==> config.mk <==
export PLATFORM = sky130hd
export DESIGN_NAME = counting_scale_filter_unit
export DESIGN_NICKNAME = d
export VERILOG_FILES = /design/src/rtl/csf_pkg.sv /design/src/rtl/csf_div.sv /design/src/rtl/counting_scale_filter_unit.sv
export SDC_FILE = /design/constraint.sdc
export NUM_CORES = 1
export LEC_CHECK = 0
export BUFFER_PORTS_ARGS = -buffer_cell sky130_fd_sc_hd__buf_4
export CORE_UTILIZATION = 30
export CTS_BUF_LIST = sky130_fd_sc_hd__clkbuf_8
export DETAILED_ROUTE_END_ITERATION = 10
export GPL_TIMING_DRIVEN = 1
export PLACE_DENSITY = 0.54
export SYNTH_ARGS = -nofsm -noshare
export SYNTH_HDL_FRONTEND = slang
export SYNTH_SLANG_ARGS = --single-unit
==> constraint.sdc <==
create_clock -name clock -period 11 [get_ports clock]
set_input_delay 1.65 -clock clock [delete_from_list [all_inputs] [get_ports clock]]
set_output_delay 1.65 -clock clock [all_outputs]
set_load 0.1 [all_outputs]
==> src/rtl/csf_pkg.sv <==
`timescale 1ns / 1ps
// shared types and constants for the counting scale filter
// no dependencies; used by csf_div and counting_scale_filter_unit
package csf_pkg;

   localparam int SAMPLE_W           = 24;
   localparam int SAMPLE_BITS_DEFAULT = 24;
   localparam int COUNT_W            = 8;
   localparam int SUM_W              = 32;
   localparam int REF_W              = 16;
   localparam int QTY_W              = 16;
   localparam int PEND_W             = 3;
   localparam int CSR_INDEX_W        = 2;
   localparam int CSR_DATA_W         = 24;

   // serial divider sizes
   localparam int DIVIDEND_W = 32;
   localparam int DIVISOR_W  = 24;

   localparam int REQ_DATA_W = 48;
   localparam int RSP_DATA_W = 120;

   // register reset values
   localparam logic [COUNT_W-1:0]  TICK_DIVIDE_RESET   = 8'd5;
   localparam logic [SAMPLE_W-1:0] JUMP_LIMIT_RESET    = 24'd4096;
   localparam logic [COUNT_W-1:0]  WINDOW_LENGTH_RESET = 8'd16;
   localparam logic [COUNT_W-1:0]  ERROR_LIMIT_RESET   = 8'd50;

   localparam logic [COUNT_W-1:0] MISS_MAX     = 8'hFF;
   localparam logic [QTY_W-1:0]   QUANTITY_SAT = 16'hFFFF;

   // bit positions in the pending request word
   localparam int PEND_ORIGIN = 0;
   localparam int PEND_CALIB  = 1;
   localparam int PEND_COUNT  = 2;

   typedef enum logic [CSR_INDEX_W-1:0] {
      CSR_TICK_DIVIDE,
      CSR_JUMP_LIMIT,
      CSR_WINDOW_LENGTH,
      CSR_ERROR_LIMIT
   } csr_index_type;

   typedef enum logic [3:0] {
      ST_IDLE,
      ST_TICK,
      ST_WIN,
      ST_AVG,
      ST_ORIGIN,
      ST_PAN,
      ST_CALIB,
      ST_CALIB_WAIT,
      ST_COUNT,
      ST_COUNT_WAIT,
      ST_OUT
   } csf_state_type;

   // input beat, last field in the lowest bits
   typedef struct packed {
      logic [2:0]          pad;
      logic                clear;
      logic [REF_W-1:0]    ref_pieces;
      logic                req_count;
      logic                req_calib;
      logic                req_origin;
      logic                sample_ready;
      logic [SAMPLE_W-1:0] sample;
   } req_item_type;

   // result beat, last field in the lowest bits
   typedef struct packed {
      logic [4:0]          pad;
      logic [QTY_W-1:0]    quantity;
      logic [SAMPLE_W-1:0] weight_per_piece;
      logic [SAMPLE_W-1:0] tare_origin;
      logic                window_done;
      logic                filtered_valid;
      logic [SAMPLE_W-1:0] filtered_weight;
      logic                live_valid;
      logic [SAMPLE_W-1:0] live_sample;
   } rsp_item_type;

   typedef struct packed {
      logic                  start;
      logic [DIVIDEND_W-1:0] dividend;
      logic [DIVISOR_W-1:0]  divisor;
   } div_req_type;

   typedef struct packed {
      logic                  done;
      logic [DIVIDEND_W-1:0] quotient;
   } div_rsp_type;

endpackage

==> src/rtl/csf_div.sv <==
`timescale 1ns / 1ps
// restoring divider, one quotient bit per cycle, shared by the filter
// depends on csf_pkg
module csf_div (
   input  logic                 clock,
   input  logic                 reset,
   input  csf_pkg::div_req_type div_req,
   output csf_pkg::div_rsp_type div_rsp
);
   import csf_pkg::*;

   localparam int STEP_W = $clog2(DIVIDEND_W);
   localparam logic [STEP_W-1:0] STEP_LAST = STEP_W'(DIVIDEND_W - 1);

   logic [DIVIDEND_W-1:0] quo_ff, quo_in;
   logic [DIVISOR_W-1:0]  rem_ff, rem_in;
   logic [DIVISOR_W-1:0]  dvs_ff, dvs_in;
   logic [STEP_W-1:0]     step_ff, step_in;
   logic                  busy_ff, busy_in;
   logic                  done_ff, done_in;

   logic [DIVISOR_W:0]    rem_shift;
   logic [DIVISOR_W:0]    rem_diff;
   logic                  fits;

   always_comb begin
      rem_shift = {rem_ff, quo_ff[DIVIDEND_W-1]};
      rem_diff  = rem_shift - {1'b0, dvs_ff};
      fits      = rem_shift >= {1'b0, dvs_ff};

      quo_in  = quo_ff;
      rem_in  = rem_ff;
      dvs_in  = dvs_ff;
      step_in = step_ff;
      busy_in = busy_ff;
      done_in = 1'b0;

      if (div_req.start) begin
         quo_in  = div_req.dividend;
         rem_in  = '0;
         dvs_in  = div_req.divisor;
         step_in = '0;
         busy_in = 1'b1;
      end else if (busy_ff) begin
         quo_in  = {quo_ff[DIVIDEND_W-2:0], fits};
         rem_in  = fits ? rem_diff[DIVISOR_W-1:0] : rem_shift[DIVISOR_W-1:0];
         step_in = step_ff + 1'b1;
         if (step_ff == STEP_LAST) begin
            busy_in = 1'b0;
            done_in = 1'b1;
         end
      end
   end

   always_ff @(posedge clock) begin
      if (reset) begin
         step_ff <= '0;
         busy_ff <= 1'b0;
         done_ff <= 1'b0;
      end else begin
         step_ff <= step_in;
         busy_ff <= busy_in;
         done_ff <= done_in;
      end
   end

   always_ff @(posedge clock) begin
      quo_ff <= quo_in;
      rem_ff <= rem_in;
      dvs_ff <= dvs_in;
   end

   assign div_rsp.done     = done_ff;
   assign div_rsp.quotient = quo_ff;

endmodule

==> src/rtl/counting_scale_filter_unit.sv <==
`timescale 1ns / 1ps
// counting scale filter: sample divider, window average, tare, piece weight and count
// depends on csf_pkg and csf_div
//
//  channel | dir | handshake                  | payload
//  --------+-----+----------------------------+-------------------------------------
//  req_    | in  | req_tvalid / req_tready    | req_tdata  48 bits, one item per beat
//  rsp_    | out | rsp_tvalid / rsp_tready    | rsp_tdata 120 bits, one result per item
//  csr_    | in  | csr_valid / csr_ready      | csr_index 2 bits, csr_data 24 bits
//
// an item is taken in idle, then passes tick, origin, pan, calib, count and out; win is added
// when a sample is compared with the previous one, and each division on the shared serial
// divider (window average, piece weight, piece count) adds its wait (avg, calib_wait, count_wait)
// one item is worked on at a time; the next is taken while the result register waits
// reset is synchronous and needs no clearing pass; csr writes are always taken
module counting_scale_filter_unit #(
   parameter int SAMPLE_BITS = csf_pkg::SAMPLE_BITS_DEFAULT
) (
   input  logic                              clock,
   input  logic                              reset,
   input  logic                              req_tvalid,
   output logic                              req_tready,
   // sample[23:0], sample_ready[24], req_origin[25], req_calib[26], req_count[27],
   // ref_pieces[43:28], clear[44], zero fill[47:45]
   input  logic [csf_pkg::REQ_DATA_W-1:0]    req_tdata,
   output logic                              rsp_tvalid,
   input  logic                              rsp_tready,
   // live_sample[23:0], live_valid[24], filtered_weight[48:25], filtered_valid[49],
   // window_done[50], tare_origin[74:51], weight_per_piece[98:75], quantity[114:99],
   // zero fill[119:115]
   output logic [csf_pkg::RSP_DATA_W-1:0]    rsp_tdata,
   input  logic                              csr_valid,
   output logic                              csr_ready,
   input  logic [csf_pkg::CSR_INDEX_W-1:0]   csr_index,
   input  logic [csf_pkg::CSR_DATA_W-1:0]    csr_data
);
   import csf_pkg::*;

   localparam logic [SAMPLE_W-1:0] SAMPLE_MASK = {SAMPLE_W{1'b1}} >> (SAMPLE_W - SAMPLE_BITS);

   csf_state_type state_ff, state_in;

   // configuration
   logic [COUNT_W-1:0]  tick_div_ff, tick_div_in;
   logic [SAMPLE_W-1:0] jump_lim_ff, jump_lim_in;
   logic [COUNT_W-1:0]  win_len_ff, win_len_in;
   logic [COUNT_W-1:0]  err_lim_ff, err_lim_in;

   // filter state
   logic [COUNT_W-1:0]  tick_ff, tick_in;
   logic [COUNT_W-1:0]  scount_ff, scount_in;
   logic [SUM_W-1:0]    sum_ff, sum_in;
   logic [SAMPLE_W-1:0] prev_ff, prev_in;
   logic [COUNT_W-1:0]  miss_ff, miss_in;
   logic [SAMPLE_W-1:0] filt_ff, filt_in;
   logic                filt_ok_ff, filt_ok_in;
   logic [SAMPLE_W-1:0] origin_ff, origin_in;
   logic [SAMPLE_W-1:0] pw_ff, pw_in;
   logic [QTY_W-1:0]    qty_ff, qty_in;
   logic [PEND_W-1:0]   pend_ff, pend_in;
   logic [SAMPLE_W:0]   live_ff, live_in;
   logic                done_ff, done_in;

   // latched item and working values
   logic [SAMPLE_W-1:0] smp_ff, smp_in;
   logic                rdy_ff, rdy_in;
   logic [REF_W-1:0]    ref_ff, ref_in;
   logic [SAMPLE_W-1:0] delta_ff, delta_in;
   logic [SAMPLE_W:0]   pan_ff, pan_in;

   logic                rsp_valid_ff, rsp_valid_in;
   rsp_item_type        rsp_data_ff, rsp_data_in;

   req_item_type        req_item;
   rsp_item_type        rsp_item;
   div_req_type         div_req;
   div_rsp_type         div_rsp;

   logic [COUNT_W-1:0]  next_count;
   logic [SUM_W-1:0]    next_sum;
   logic                pan_above;

   csf_div u_div (
      .clock   (clock),
      .reset   (reset),
      .div_req (div_req),
      .div_rsp (div_rsp)
   );

   assign req_item = req_item_type'(req_tdata);

   // configuration writes
   assign csr_ready = 1'b1;

   always_comb begin
      tick_div_in = tick_div_ff;
      jump_lim_in = jump_lim_ff;
      win_len_in  = win_len_ff;
      err_lim_in  = err_lim_ff;
      if (csr_valid) begin
         unique case (csr_index_type'(csr_index))
            CSR_TICK_DIVIDE:   tick_div_in = csr_data[COUNT_W-1:0];
            CSR_JUMP_LIMIT:    jump_lim_in = csr_data[SAMPLE_W-1:0];
            CSR_WINDOW_LENGTH: win_len_in  = csr_data[COUNT_W-1:0];
            CSR_ERROR_LIMIT:   err_lim_in  = csr_data[COUNT_W-1:0];
         endcase
      end
   end

   always_comb begin
      rsp_item                  = '0;
      rsp_item.live_sample      = live_ff[SAMPLE_W-1:0];
      rsp_item.live_valid       = live_ff[SAMPLE_W];
      rsp_item.filtered_weight  = filt_ff;
      rsp_item.filtered_valid   = filt_ok_ff;
      rsp_item.window_done      = done_ff;
      rsp_item.tare_origin      = origin_ff;
      rsp_item.weight_per_piece = pw_ff;
      rsp_item.quantity         = qty_ff;
   end

   assign next_count = scount_ff + 1'b1;
   assign next_sum   = sum_ff + {{(SUM_W-SAMPLE_W){1'b0}}, smp_ff};
   assign pan_above  = !pan_ff[SAMPLE_W] && (pan_ff[SAMPLE_W-1:0] != '0);

   always_comb begin
      state_in     = state_ff;
      tick_in      = tick_ff;
      scount_in    = scount_ff;
      sum_in       = sum_ff;
      prev_in      = prev_ff;
      miss_in      = miss_ff;
      filt_in      = filt_ff;
      filt_ok_in   = filt_ok_ff;
      origin_in    = origin_ff;
      pw_in        = pw_ff;
      qty_in       = qty_ff;
      pend_in      = pend_ff;
      live_in      = live_ff;
      done_in      = done_ff;
      smp_in       = smp_ff;
      rdy_in       = rdy_ff;
      ref_in       = ref_ff;
      delta_in     = delta_ff;
      pan_in       = pan_ff;
      rsp_valid_in = rsp_valid_ff && !rsp_tready;
      rsp_data_in  = rsp_data_ff;
      req_tready   = 1'b0;
      div_req      = '0;

      unique case (state_ff)
         ST_IDLE: begin
            req_tready = 1'b1;
            if (req_tvalid) begin
               smp_in  = req_item.sample & SAMPLE_MASK;
               rdy_in  = req_item.sample_ready;
               ref_in  = req_item.ref_pieces;
               done_in = 1'b0;
               if (req_item.clear) begin
                  tick_in    = '0;
                  scount_in  = '0;
                  sum_in     = '0;
                  prev_in    = '0;
                  miss_in    = '0;
                  filt_in    = '0;
                  filt_ok_in = 1'b1;
                  origin_in  = '0;
                  pw_in      = '0;
                  qty_in     = '0;
                  live_in    = '0;
               end
               pend_in = (req_item.clear ? '0 : pend_ff)
                       | {req_item.req_count, req_item.req_calib, req_item.req_origin};
               state_in = ST_TICK;
            end
         end

         ST_TICK: begin
            state_in = ST_ORIGIN;
            if (tick_ff >= tick_div_ff) begin
               tick_in = '0;
               if (rdy_ff) begin
                  live_in = {1'b1, smp_ff};
                  miss_in = '0;
                  if (scount_ff == '0) begin
                     // first sample of a window is only stored
                     sum_in    = {{(SUM_W-SAMPLE_W){1'b0}}, smp_ff};
                     prev_in   = smp_ff;
                     scount_in = COUNT_W'(1);
                  end else begin
                     delta_in = (prev_ff > smp_ff) ? prev_ff - smp_ff : smp_ff - prev_ff;
                     state_in = ST_WIN;
                  end
               end else begin
                  live_in = '0;
                  if (miss_ff > err_lim_ff) begin
                     scount_in  = '0;
                     sum_in     = '0;
                     filt_ok_in = 1'b0;
                     miss_in    = '0;
                  end else if (miss_ff < MISS_MAX) begin
                     miss_in = miss_ff + 1'b1;
                  end
               end
            end else begin
               tick_in = tick_ff + 1'b1;
            end
         end

         ST_WIN: begin
            state_in = ST_ORIGIN;
            if (delta_ff > jump_lim_ff) begin
               filt_ok_in = 1'b0;
               scount_in  = '0;
               sum_in     = '0;
            end else begin
               prev_in = smp_ff;
               if (next_count >= win_len_ff && next_count != '0) begin
                  div_req.start    = 1'b1;
                  div_req.dividend = next_sum;
                  div_req.divisor  = {{(DIVISOR_W-COUNT_W){1'b0}}, next_count};
                  scount_in        = '0;
                  sum_in           = '0;
                  state_in         = ST_AVG;
               end else begin
                  sum_in    = next_sum;
                  scount_in = next_count;
               end
            end
         end

         ST_AVG: begin
            if (div_rsp.done) begin
               filt_in    = div_rsp.quotient[SAMPLE_W-1:0];
               filt_ok_in = 1'b1;
               done_in    = 1'b1;
               state_in   = ST_ORIGIN;
            end
         end

         ST_ORIGIN: begin
            if (pend_ff[PEND_ORIGIN] && filt_ok_ff && filt_ff != '0) begin
               origin_in            = filt_ff;
               pend_in[PEND_ORIGIN] = 1'b0;
            end
            state_in = ST_PAN;
         end

         ST_PAN: begin
            // net load above tare, top bit is the borrow
            pan_in   = {1'b0, filt_ff} - {1'b0, origin_ff};
            state_in = ST_CALIB;
         end

         ST_CALIB: begin
            state_in = ST_COUNT;
            if (pend_ff[PEND_CALIB] && filt_ok_ff && origin_ff != '0
                && ref_ff != '0 && pan_above) begin
               div_req.start    = 1'b1;
               div_req.dividend = {{(DIVIDEND_W-SAMPLE_W){1'b0}}, pan_ff[SAMPLE_W-1:0]};
               div_req.divisor  = {{(DIVISOR_W-REF_W){1'b0}}, ref_ff};
               state_in         = ST_CALIB_WAIT;
            end
         end

         ST_CALIB_WAIT: begin
            if (div_rsp.done) begin
               pw_in               = div_rsp.quotient[SAMPLE_W-1:0];
               pend_in[PEND_CALIB] = 1'b0;
               state_in            = ST_COUNT;
            end
         end

         ST_COUNT: begin
            state_in = ST_OUT;
            if (pend_ff[PEND_COUNT] && filt_ok_ff && origin_ff != '0) begin
               pend_in[PEND_COUNT] = 1'b0;
               if (!pan_above) begin
                  qty_in = '0;
               end else if (pw_ff == '0) begin
                  qty_in = QUANTITY_SAT;
               end else begin
                  // rounded by adding half a piece before dividing
                  div_req.start    = 1'b1;
                  div_req.dividend = {{(DIVIDEND_W-SAMPLE_W){1'b0}}, pan_ff[SAMPLE_W-1:0]}
                                   + {{(DIVIDEND_W-SAMPLE_W+1){1'b0}}, pw_ff[SAMPLE_W-1:1]};
                  div_req.divisor  = pw_ff;
                  state_in         = ST_COUNT_WAIT;
               end
            end
         end

         ST_COUNT_WAIT: begin
            if (div_rsp.done) begin
               qty_in = (div_rsp.quotient[DIVIDEND_W-1:QTY_W] != '0)
                      ? QUANTITY_SAT : div_rsp.quotient[QTY_W-1:0];
               state_in = ST_OUT;
            end
         end

         ST_OUT: begin
            if (!rsp_valid_ff || rsp_tready) begin
               rsp_data_in  = rsp_item;
               rsp_valid_in = 1'b1;
               state_in     = ST_IDLE;
            end
         end

         default: state_in = ST_IDLE;
      endcase
   end

   always_ff @(posedge clock) begin
      if (reset) begin
         state_ff <= ST_IDLE;
      end else begin
         state_ff <= state_in;
      end
   end

   always_ff @(posedge clock) begin
      if (reset) begin
         tick_div_ff  <= TICK_DIVIDE_RESET;
         jump_lim_ff  <= JUMP_LIMIT_RESET;
         win_len_ff   <= WINDOW_LENGTH_RESET;
         err_lim_ff   <= ERROR_LIMIT_RESET;
         tick_ff      <= '0;
         scount_ff    <= '0;
         sum_ff       <= '0;
         prev_ff      <= '0;
         miss_ff      <= '0;
         filt_ff      <= '0;
         filt_ok_ff   <= 1'b1;
         origin_ff    <= '0;
         pw_ff        <= '0;
         qty_ff       <= '0;
         pend_ff      <= '0;
         live_ff      <= '0;
         done_ff      <= 1'b0;
         rsp_valid_ff <= 1'b0;
      end else begin
         tick_div_ff  <= tick_div_in;
         jump_lim_ff  <= jump_lim_in;
         win_len_ff   <= win_len_in;
         err_lim_ff   <= err_lim_in;
         tick_ff      <= tick_in;
         scount_ff    <= scount_in;
         sum_ff       <= sum_in;
         prev_ff      <= prev_in;
         miss_ff      <= miss_in;
         filt_ff      <= filt_in;
         filt_ok_ff   <= filt_ok_in;
         origin_ff    <= origin_in;
         pw_ff        <= pw_in;
         qty_ff       <= qty_in;
         pend_ff      <= pend_in;
         live_ff      <= live_in;
         done_ff      <= done_in;
         rsp_valid_ff <= rsp_valid_in;
      end
   end

   always_ff @(posedge clock) begin
      smp_ff      <= smp_in;
      rdy_ff      <= rdy_in;
      ref_ff      <= ref_in;
      delta_ff    <= delta_in;
      pan_ff      <= pan_in;
      rsp_data_ff <= rsp_data_in;
   end

   assign rsp_tvalid = rsp_valid_ff;
   assign rsp_tdata  = rsp_data_ff;

endmodule

==> metrics.md, run 1 <==
| Metric | Value |
|---|---|
| Run status | finished clean |
| IO buf count | between 150 and 200 |
| Number of clock buffers inserted by TritonCTS | 93 |
| Die span in x | slightly above 300 µm |
| Die area | about 97000 µm² |
| Most frequent standard cell in the layout excluding fill and tap cells | dfxtp_1 |
| Detail-routed net length per standard cell | about 19 µm |
| Post-CTS sizing | 0 |
| Start-to-end type of the worst setup path | reg -> reg |
| Antenna violations before repair | 2 |
| Synthesized area divided by synthesized cell count | between 9 and 10 µm² |
| WHS Path Cells | 0 |
| Standard cell core area | approximately 94000 µm² |
| Relative contribution of the clock network to total power | 28.5% |
| Hold Buf Count CTS | 0 |
| Aggregate routed wire length | roughly 84000 µm |
| Row Count | about 110 |
| Final weighted congestion in routability-driven placement | approximately 0.85 |
| Post-layout power | 6890 µW |
| Number of H-tree branching levels | 3 |
| Worst rel slew slack | about an eighth |
| Pins over their slew limit | 0 |
| Tmin final | between 4 and 5 ns |
| Total of warnings raised by yosys | 0 |
| Design Area, Final | approximately 33000 µm² |
| Clk sink count | between 500 and 600 |
| Buffer levels on the longest clock path | 3 |
| R2R depth | 15 |
| Maximum number of pins on one net before global-route repair | ~110 |
| Final Hold Viols | 0 |
| Number of placed I/O pins | slightly above 200 |
| Combinational share of power | roughly a third |
| Worst-path maximum fanout | 51 |
| Power Dens Cells | a little over 200 nW/µm² |
| Number of endpoints failing setup at the final stage | 0 |
| Number of post-CTS setup repair buffers | 0 |
| Share of cells above drive strength 1 | roughly an eighth |
| Synthesized instance count | 2984 |
| Crit. End Element | flip-flop |
| Worst min-delay path category | reg -> reg |
| Net switching power | between 2000 and 3000 µW |
| Clock-pin slew on the worst setup and hold paths | around 0.07 ns |
| Leakage power of the design | between 0.01 and 0.015 µW |
| Count of nets left with antenna violations after detail routing | 0 |
| Gr usage total | between 10% and 20% |
| Post-layout net count | 3434 |
| Via count of the first global-routing pass | 21900 |
| Count of flip-flops with a built-in enable after synthesis | about 260 |
| Sequential power share | between 30 and 40% |
| Fraction of power spent switching nets | approximately two fifths |
| Total negative setup slack | 0 ns |
| Highest ir drop seen on vdd | about 0.16 mV |
| Crit path arrival time | around 4.8 ns |
| Final hold slack | between 0.4 and 0.5 ns |
| Required time of the critical path | roughly 11 ns |
| Tcrit/Tclk final | between 40% and 50% |
| RSZ-0062 raised after global routing | false |
| Iteration count of the initial detailed-routing pass | 7 |
| Total number of vias | roughly 23000 |
| Clock tree from TritonCTS | built |
| Initial drt markers | ~1900 |
| CTS root buf | clkbuf_8 |
| Fmax achieved | approximately 230 MHz |
| Placed instance area | about 31000 µm² |
| P&R area growth vs syn | 16.3% |
| Vias per cell | about 5.1 |
| Y dimension of the die | around 310 µm |
| Internal | roughly 4200 µW |
| Post-synthesis sequential element count | ~540 |
| Register area share after synthesis | 47.1% |
| Slew at the pin with the worst max-slew slack | between 1 and 1.5 ns |
| FFs w/ async S/R, synth | 0% |
| Initial core utilization | between 30% and 40% |
| Global-route wire length before repair | 130000 µm |
| Max capacitance violation total | 0 |
| Clk_lat worst skew | ~0.75 ns |
| Post-route clock skew | slightly below 0.06 ns |
| Most instantiated flip-flop cell in the synthesis netlist | dfxtp_1 |
| Half-perimeter wire length after placement | between 60000 and 70000 µm |
| Top library cells by usage in the layout, fill and taps aside | dfxtp_1, nand2_1, a21oi_1 |
| Worst Setup Start Kind | flip-flop |
| Number of unique standard cell types used by synthesis | about 100 |
| Number of remaining DRC errors | 0 |
| Synthesized area | approximately 29000 µm² |
| GR Overflow Total | 0 |
cell usage after synthesis (62+ instances only):
| library cell | n | share of area [%] |
|---|---|---|
| a21oi_1 | 275 | 4.8 |
| a22oi_1 | 62 | 1.6 |
| xnor2_1 | 74 | 2.3 |
| nand2_1 | 275 | 3.6 |
| dfxtp_1 | 282 | 20 |
| nand3_1 | 111 | 1.9 |
| clkbuf_1 | 105 | 1.4 |
| inv_1 | 201 | 2.6 |
| a21o_1 | 71 | 1.9 |
| o21ai_0 | 142 | 2.5 |
| edfxtp_1 | 261 | 27 |
| ha_1 | 196 | 8.6 |
| nor2_1 | 235 | 3.1 |
metal layers:
metal	up-vias	global-route usage, %	part of all wire, %
li1	11200	-	-
met1	11000	23.7	47
met2	537	27.4	46
met3	113	2.19	4.6
met4	2	5.53	2.3
met5	-	0	0.020
final timing paths:
kind	start	endpoint	slack, ns
worst max-delay path	scount_ff[0]$_SDFFE_PP0P_	u_div.quo_ff[5]$_DFFE_PP_	6.60
worst max register to register	scount_ff[0]$_SDFFE_PP0P_	u_div.quo_ff[5]$_DFFE_PP_	6.60
worst min register to register	live_ff[22]$_SDFFE_PP0P_	rsp_tdata[22]$_DFFE_PP_	0.42
worst min-delay path	live_ff[22]$_SDFFE_PP0P_	rsp_tdata[22]$_DFFE_PP_	0.42
final cells by class:
cell class                 count  area, µm²
fill                        9606      60600
multi-input combinational   2097      13800
sequential                   543      13500
timing repair buffer         216       1630
tap                         1254       1570
clock buffer                 106       1460
inverter                     202        758
clock inverter                68        534
antenna                        1       2.50
kinds of logic (layout without fill, tap and decap cells):
logic type,after synthesis,in the layout,share of synthesized area (%)
other,2,7,0.0262
multiplexers,42,42,1.49
buffers and inverters,348,592,4.80
AO/OA/AOI/OAI,817,817,18.8
XOR/XNOR,124,124,3.79
AND/OR/NAND/NOR,905,905,15.0
adder cells (fa/ha/maj),203,203,9.03
flip-flops,543,543,47.1
stage by stage:
stage	std cells	util, %	worst slack (ns)
after CTS	4486	35.4	6.60
after detailed placement	4312	33.3	6.65
after floorplan	2988	-	0.801
after global placement	4312	33.3	6.64
final	4487	35.4	6.60
after global routing	4487	35.4	6.28
power by group through the flow:
stage | clock, µW | combinational, µW | sequential, µW
2_1_floorplan | 0 | 1690 | 2510
3_3_place_gp | 0 | 2350 | 2600
3_5_place_dp | 0 | 2370 | 2600
4_1_cts | 2020 | 2380 | 2560
5_1_grt | 2100 | 2610 | 2580
6_report | 1960 | 2370 | 2560
worst max-delay path: stages (launching register included):
cell and delay (ns):
dfxtp_1 0.46, ha_1 0.36, xor2_1 0.27, ha_1 0.28
o21a_1 0.17, o211ai_1 0.16, o21ai_1 0.10, maj3_2 0.31
a21oi_1 0.25, nor2_1 0.11, and2_1 0.17, buf_4 0.27
nor3_4 0.19, buf_4 0.56, nand2b_1 0.11, buf_4 0.30
state kept, by name, summed over array words and instances (netlist names), 25 cells and up:
register,cells
rsp_tdata,115
sum_ff,32
u_div.quo_ff,32
live_ff,25
pan_ff,25
No activity file was read; power rests on OpenSTA's default activity.
==> run 2, diff against run 1 <==
- clock period: 11 -> 4.5 ns (I/O delays scaled with it)
==> run 2 against run 1 <==
  * Utilization is 0.33 points higher
  * Sequential power is 140% higher
  * Clock-buffer cell count is 6 higher
  * Clock power is 150% higher
  * Critical path depth is 4 lower
  * First-iteration DRC count is 8.8% lower
  * Flip-flop and latch count stayed put
  * Clock skew is 0.0084 ns higher
  * Final cell count is 0.65% higher
  * Total power is 150% higher
  * Sequential share of layout area is 0.38 points lower
==> metrics.md, run 2 (same netlist as run 1, synthesis figures left out) <==
| Metric | Value |
|---|---|
| Run status | finished clean |
| Slowest stage cell on the critical path | edfxtp_1 |
| Worst Setup Start Kind | flip-flop |
| Most frequent standard cell in the layout excluding fill and tap cells | dfxtp_1 |
| Global-route wire length before repair | 130000 µm (-0.57%) |
| Gr usage total | 17.1% (about the same) |
| Fmax achieved | 263 MHz (+16%) |
| Row Count | 112 (unchanged) |
| Aggregate routed wire length | 84900 µm (+0.71%) |
| GR Overflow Total | 0 (unchanged) |
| Number of remaining DRC errors | 0 (unchanged) |
| Clk_lat worst skew | 0.76 ns (about the same) |
| Filler cell count | 9581 (-0.26%) |
| Power Dens Cells | 508 nW/µm² (+150%) |
| Leakage power of the design | 0.0137 µW (+1.5%) |
| Die area | 96600 µm² (unchanged) |
| Post-route clock skew | 0.0666 ns (+0.00843 ns) |
| Hold Buf Count CTS | 0 (unchanged) |
| Via count of the first global-routing pass | 21800 (-0.47%) |
| Detail-routed net length per standard cell | 18.8 µm (about the same) |
| RSZ-0062 raised after global routing | false |
| Slew at the pin with the worst max-slew slack | 1.28 ns (-0.0252 ns) |
| Post-layout power | 17100 µW (+150%) |
| Initial drt markers | 1708 (-8.8%) |
| Half-perimeter wire length after placement | 61400 µm (+2.1%) |
| Start-to-end type of the worst setup path | reg -> reg |
| Iteration count of the initial detailed-routing pass | 5 (-2) |
| Worst min-delay path category | in -> reg |
| P&R area growth vs syn | 17.4% |
| Max capacitance violation total | 0 (unchanged) |
| Y dimension of the die | 311 µm (unchanged) |
| Design Area, Final | 33600 µm² (+0.94%) |
| Initial core utilization | 30.5% (unchanged) |
| Final Hold Viols | 0 (unchanged) |
| Tmin final | 3.81 ns (-0.597 ns) |
| Antenna violations before repair | 4 (+2) |
| Number of clock buffers inserted by TritonCTS | 93 (unchanged) |
| Top library cells by usage in the layout, fill and taps aside | dfxtp_1, nand2_1, a21oi_1 |
| Number of placed I/O pins | 202 (unchanged) |
| Top cell family by delay on the critical path | simple AND/OR/NAND/NOR gates |
| Clock tree from TritonCTS | built |
| Flip-flop and latch area | 13500 µm² (unchanged) |
| Number of endpoints failing setup at the final stage | 0 (unchanged) |
| Pins over their slew limit | 0 (unchanged) |
| Area of combinational cells with multiple inputs | 13800 µm² (unchanged) |
| Slowest stage delay, CP | 0.54 ns (-0.02 ns) |
| Cells along the critical path | ha_1 -> nand4_1 -> nor4_1 -> nand3_1 -> o21ai_2 -> buf_4 -> mux2_2 -> o31a_2 -> o31ai_4 -> a31oi_1 -> xnor2_1 |
| Standard cell core area | 93900 µm² (unchanged) |
| Tcrit/Tclk final | 84.6% (+45 points) |
| Number of H-tree branching levels | 3 (unchanged) |
| Post-layout net count | 3463 (+0.84%) |
| Clk sink count | 543 (unchanged) |
| Post-placement worst setup slack | 0.694 ns (-5.96 ns) |
| Count of nets left with antenna violations after detail routing | 0 (unchanged) |
| Reg-to-Reg Start | smp_ff[15]$_DFFE_PP_ |
| Count of non-filler cells in the finished layout | 4516 (+0.65%) |
| Share of cells above drive strength 1 | 13.3% (+0.63 points) |
| Worst-path maximum fanout | 21 (-59%) |
| Number of post-CTS setup repair buffers | 0 (unchanged) |
| Number of cells after detailed placement | 4341 (+0.67%) |
| Worst rel slew slack | 14.5% (+2.5 points) |
| Total number of vias | 22900 (-0.0087%) |
| Maximum number of pins on one net before global-route repair | 113 (+6.6%) |
| CTS root buf | clkbuf_8 |
| Placed instance area | 31500 µm² (+0.82%) |
| Buffer levels on the longest clock path | 3 (unchanged) |
| Post-CTS sizing | 0 (unchanged) |
| Buffers & Inverters on Critical Path | 1 (-2) |
| Final weighted congestion in routability-driven placement | 0.893 (+5.2%) |
| Required time of the critical path | 4.94 ns (-6.48 ns) |
| Vias per cell | 5.06 (-0.65%) |
| Highest ir drop seen on vdd | 0.390 mV (+150%) |
| Total negative setup slack | 0 ns (unchanged) |
| Startpoint of the worst hold path | req_tdata[40] |
| Post-route setup slack | 0.694 ns (-5.90 ns) |
| Crit. End Element | flip-flop |
| Crit path arrival time | 4.25 ns (-0.57 ns) |
| IO buf count | 192 (unchanged) |
| Worst setup startpoint | smp_ff[15]$_DFFE_PP_ |
| Clock-pin slew on the worst setup and hold paths | 0.07 ns (about the same) |
| Max reg flops | 115 (unchanged) |
| Die span in x | 311 µm (unchanged) |
-- run 2: cell types whose count changed in the layout (fill, tap and decap cells not counted), sizes merged --
cell / before / now
buf: 215 / 244
clkbuf: 107 / 113
clkinv: 26 / 11
clkinvlp: 2 / 0
diode: 1 / 2
inv: 235 / 245
-- run 2: metal layers --
layer	part of all wire, %	GRT usage (%)	vias to the layer above
li1	-	-	11300
met1	46	22.9	10900
met2	45	26.8	538
met3	4.8	2.79	135
met4	3.6	7.66	2
met5	0.015	0	-
-- run 2: final cells by class --
class | count | share of cell area (%)
clock buffer | 112 | 4.59
inverter | 202 | 2.26
multi-input combinational | 2097 | 41.2
antenna | 2 | 0.0149
clock inverter | 61 | 1.51
tap | 1254 | 4.67
sequential | 543 | 40.1
timing repair buffer | 245 | 5.61
-- run 2: stage by stage --
step / util (%) / hold slack (ns)
final: 35.8 / 0.0965
after global routing: 35.8 / 0.0459
after CTS: 35.8 / 0.0173
after detailed placement: 33.6 / 0.416
after global placement: 33.6 / 0.410
after floorplan: - / 0.408
-- run 2: path summary, 6_finish.rpt --
kind	end	slack, ns	cells past startpoint
worst max-delay path	delta_ff[22]$_DFFE_PP_	0.69	11
worst min-delay path	ref_ff[12]$_DFFE_PP_	0.1	1
worst max register to register	delta_ff[22]$_DFFE_PP_	0.69	11
worst min register to register	rsp_tdata[22]$_DFFE_PP_	0.43	0
-- run 2: power by group --
group / switching (µW) / total [µW] / internal [µW]
Combinational: 3930 / 5970 / 2040
Sequential: 430 / 6190 / 5760
Clock: 2190 / 4890 / 2700
==> run 3, diff against run 2 <==
- PLACE_DENSITY: 0.54 -> 0.56
- clock period: 4.5 -> 3.2 ns (I/O delays scaled with it)
==> run 3 against run 2 <==
  * The run now ends with negative setup slack left
  * Final cell count up 7.5%
  * Clock power increased by 39%
  * First-iteration DRC count up 6.9%
  * Critical path type unchanged
==> metrics.md, run 3 (same netlist as run 1, synthesis figures left out) <==
| Metric | Value |
|---|---|
| Slowest stage cell on the critical path | dfxtp_4 |
| Post-route clock skew | 0.0632 ns (-0.00340 ns) |
| Most frequent standard cell in the layout excluding fill and tap cells | buf_4 |
| Number of cells after detailed placement | 4565 (+5.2%) |
| Tcrit/Tclk final | 105% (+20 points) |
| Crit path arrival time | 3.83 ns (-0.42 ns) |
| Vias per cell | 5.03 (-0.67%) |
| Start-to-end type of the worst setup path | reg -> reg |
| Row Count | 112 (unchanged) |
| Buffers & Inverters on Critical Path | 5 (+4) |
| Final weighted congestion in routability-driven placement | 0.918 (+2.8%) |
| Power Dens Cells | 687 nW/µm² (+35%) |
| Number of endpoints failing setup at the final stage | 87 (+87) |
| Leakage power of the design | 0.0155 µW (+13%) |
| Flip-flop and latch area | 13500 µm² (+0.11%) |
| Clk_lat worst skew | 0.73 ns (-0.03 ns) |
| Initial drt markers | 1825 (+6.9%) |
| Required time of the critical path | 3.68 ns (-1.26 ns) |
| Worst rel slew slack | 18.7% (+4.2 points) |
| Count of non-filler cells in the finished layout | 4853 (+7.5%) |
| Worst Setup Start Kind | flip-flop |
| Fmax achieved | 298 MHz (+14%) |
| Buffer levels on the longest clock path | 3 (unchanged) |
| Y dimension of the die | 311 µm (unchanged) |
| Half-perimeter wire length after placement | 64700 µm (+5.4%) |
| Aggregate routed wire length | 89800 µm (+5.8%) |
| Cells along the critical path | buf_12 -> ha_4 -> xor2_2 -> ha_1 -> o21a_1 -> o211ai_1 -> o21ai_1 -> maj3_2 -> a21oi_4 -> nor2_2 -> and2_4 -> nor3_4 -> buf_12 -> buf_8 -> nand2b_4 -> buf_12 -> buf_12 |
| Failing checks | negative setup slack |
| Clock tree from TritonCTS | built |
| Total number of vias | 24400 (+6.7%) |
| Iteration count of the initial detailed-routing pass | 7 (+2) |
| Die area | 96600 µm² (unchanged) |
| Filler cell count | 9295 (-3.0%) |
| Via count of the first global-routing pass | 23300 (+7.0%) |
| Tmin final | 3.35 ns (-0.455 ns) |
| Maximum number of pins on one net before global-route repair | 97 (-14%) |
| Crit. End Element | flip-flop |
| Final Hold Viols | 0 (unchanged) |
| Post-route setup slack | -0.151 ns (-0.845 ns) |
| Design Area, Final | 37200 µm² (+11%) |
| Share of cells above drive strength 1 | 22.5% (+9.2 points) |
| Detail-routed net length per standard cell | 18.5 µm (-1.6%) |
| GR Overflow Total | 0 (unchanged) |
| Total negative setup slack | -5.37 ns (-5.37 ns) |
| Global-route wire length before repair | 136000 µm (+5.2%) |
| Top library cells by usage in the layout, fill and taps aside | buf_4, dfxtp_1, nand2_1 |
| CTS root buf | clkbuf_8 |
| Clk sink count | 543 (unchanged) |
| RSZ-0062 raised after global routing | true |
| Post-layout net count | 3799 (+9.7%) |
| Worst-path maximum fanout | 10 (-52%) |
| Max capacitance violation total | 0 (unchanged) |
| Number of remaining DRC errors | 0 (unchanged) |
| Highest ir drop seen on vdd | 0.400 mV (+2.5%) |
| Number of H-tree branching levels | 3 (unchanged) |
| Standard cell core area | 93900 µm² (unchanged) |
| Area of combinational cells with multiple inputs | 14500 µm² (+4.5%) |
| Initial core utilization | 30.5% (unchanged) |
| Slowest stage delay, CP | 0.36 ns (-0.18 ns) |
| Clock-pin slew on the worst setup and hold paths | 0.06 ns (about the same) |
| Antenna violations before repair | 3 (-1) |
| Most numerous cell on the critical path | buf_12 |
| Max reg flops | 115 (unchanged) |
| P&R area growth vs syn | 30.0% |
| IO buf count | 192 (unchanged) |
| Run status | finished, violations left |
| FF-to-FF setup slack | -0.15 ns (-0.84 ns) |
| Number of clock buffers inserted by TritonCTS | 91 (-2.2%) |
| Placed instance area | 33300 µm² (+5.7%) |
| Slew at the pin with the worst max-slew slack | 1.22 ns (-0.0616 ns) |
| Die span in x | 311 µm (unchanged) |
| Number of placed I/O pins | 202 (unchanged) |
| Top cell family by delay on the critical path | adder cells |
| Worst min-delay path category | in -> reg |
| Count of nets left with antenna violations after detail routing | 0 (unchanged) |
| Gr usage total | 17.8% (+0.75 points) |
| Pins over their slew limit | 0 (unchanged) |
[run 3: per-stage QoR]
step           setup slack (ns)  util, %  total power, µW  hold slack (ns)
6_report                 -0.151     39.6            25600           0.0642
5_1_grt                  -0.271     39.6            27000           0.0136
4_1_cts                  -0.107     38.7            25300          0.00788
3_5_place_dp             -0.158     35.5            18200            0.415
3_3_place_gp             -0.199     35.5            18200            0.411
2_1_floorplan            -0.620        -            14500            0.408
[run 3: what timing repair did]
action                                 in CTS  in global routing
pin swaps                                  24                 45
buffers inserted                           18                 35
hold buffers                               54                  0
setup endpoints to repair                 158                201
resized for setup                          48                112
cloned                                      4                  4
endpoints found under the hold margin      57                  0
[run 3: final timing paths]
path	start	to	cells past startpoint
worst max register to register	scount_ff[0]$_SDFFE_PP0P_	u_div.quo_ff[7]$_DFFE_PP_	17
worst min register to register	live_ff[13]$_SDFFE_PP0P_	rsp_tdata[13]$_DFFE_PP_	0
worst min-delay path	csr_data[5]	err_lim_ff[5]$_SDFFE_PP1P_	2
worst max-delay path	scount_ff[0]$_SDFFE_PP0P_	u_div.quo_ff[7]$_DFFE_PP_	17
[run 3: final cells by class]
type                    instances  area share [%]
multi-input cells            2097            38.9
repair inverters                1          0.0202
diodes                          3          0.0202
clock inverters                65            1.47
well taps                    1254            4.22
clock buffers                 106            3.92
flip-flops and latches        543            36.3
repair buffers                582            13.2
inverters                     202            2.06
[run 3: worst reg2reg max path, cell delays in order, from the launching register on]
cell      delay [ns]
dfxtp_4         0.36
buf_12          0.13
ha_4            0.17
xor2_2          0.15
ha_1            0.27
o21a_1          0.16
o211ai_1        0.15
o21ai_1         0.11
maj3_2          0.34
a21oi_4         0.17
nor2_2          0.05
and2_4          0.19
nor3_4          0.21
buf_12          0.14
buf_8           0.12
nand2b_4        0.08
buf_12          0.14
buf_12          0.14
[run 3: power breakdown]
group	internal [µW]	switching [µW]
clock	3780	3010
combinational	4050	6060
sequential	8110	556
total	15900	9630
[run 3: routing by layer]
metal | vias to the layer above | share of wire, % | routed length [µm] | GRT usage (%)
met5 | - | 0.019 | 17 | 0
met4 | 2 | 2.2 | 1960 | 5.30
li1 | 11900 | - | - | -
met3 | 109 | 5.6 | 5000 | 3.01
met2 | 645 | 47 | 42300 | 29.3
met1 | 11700 | 45 | 40600 | 23.8
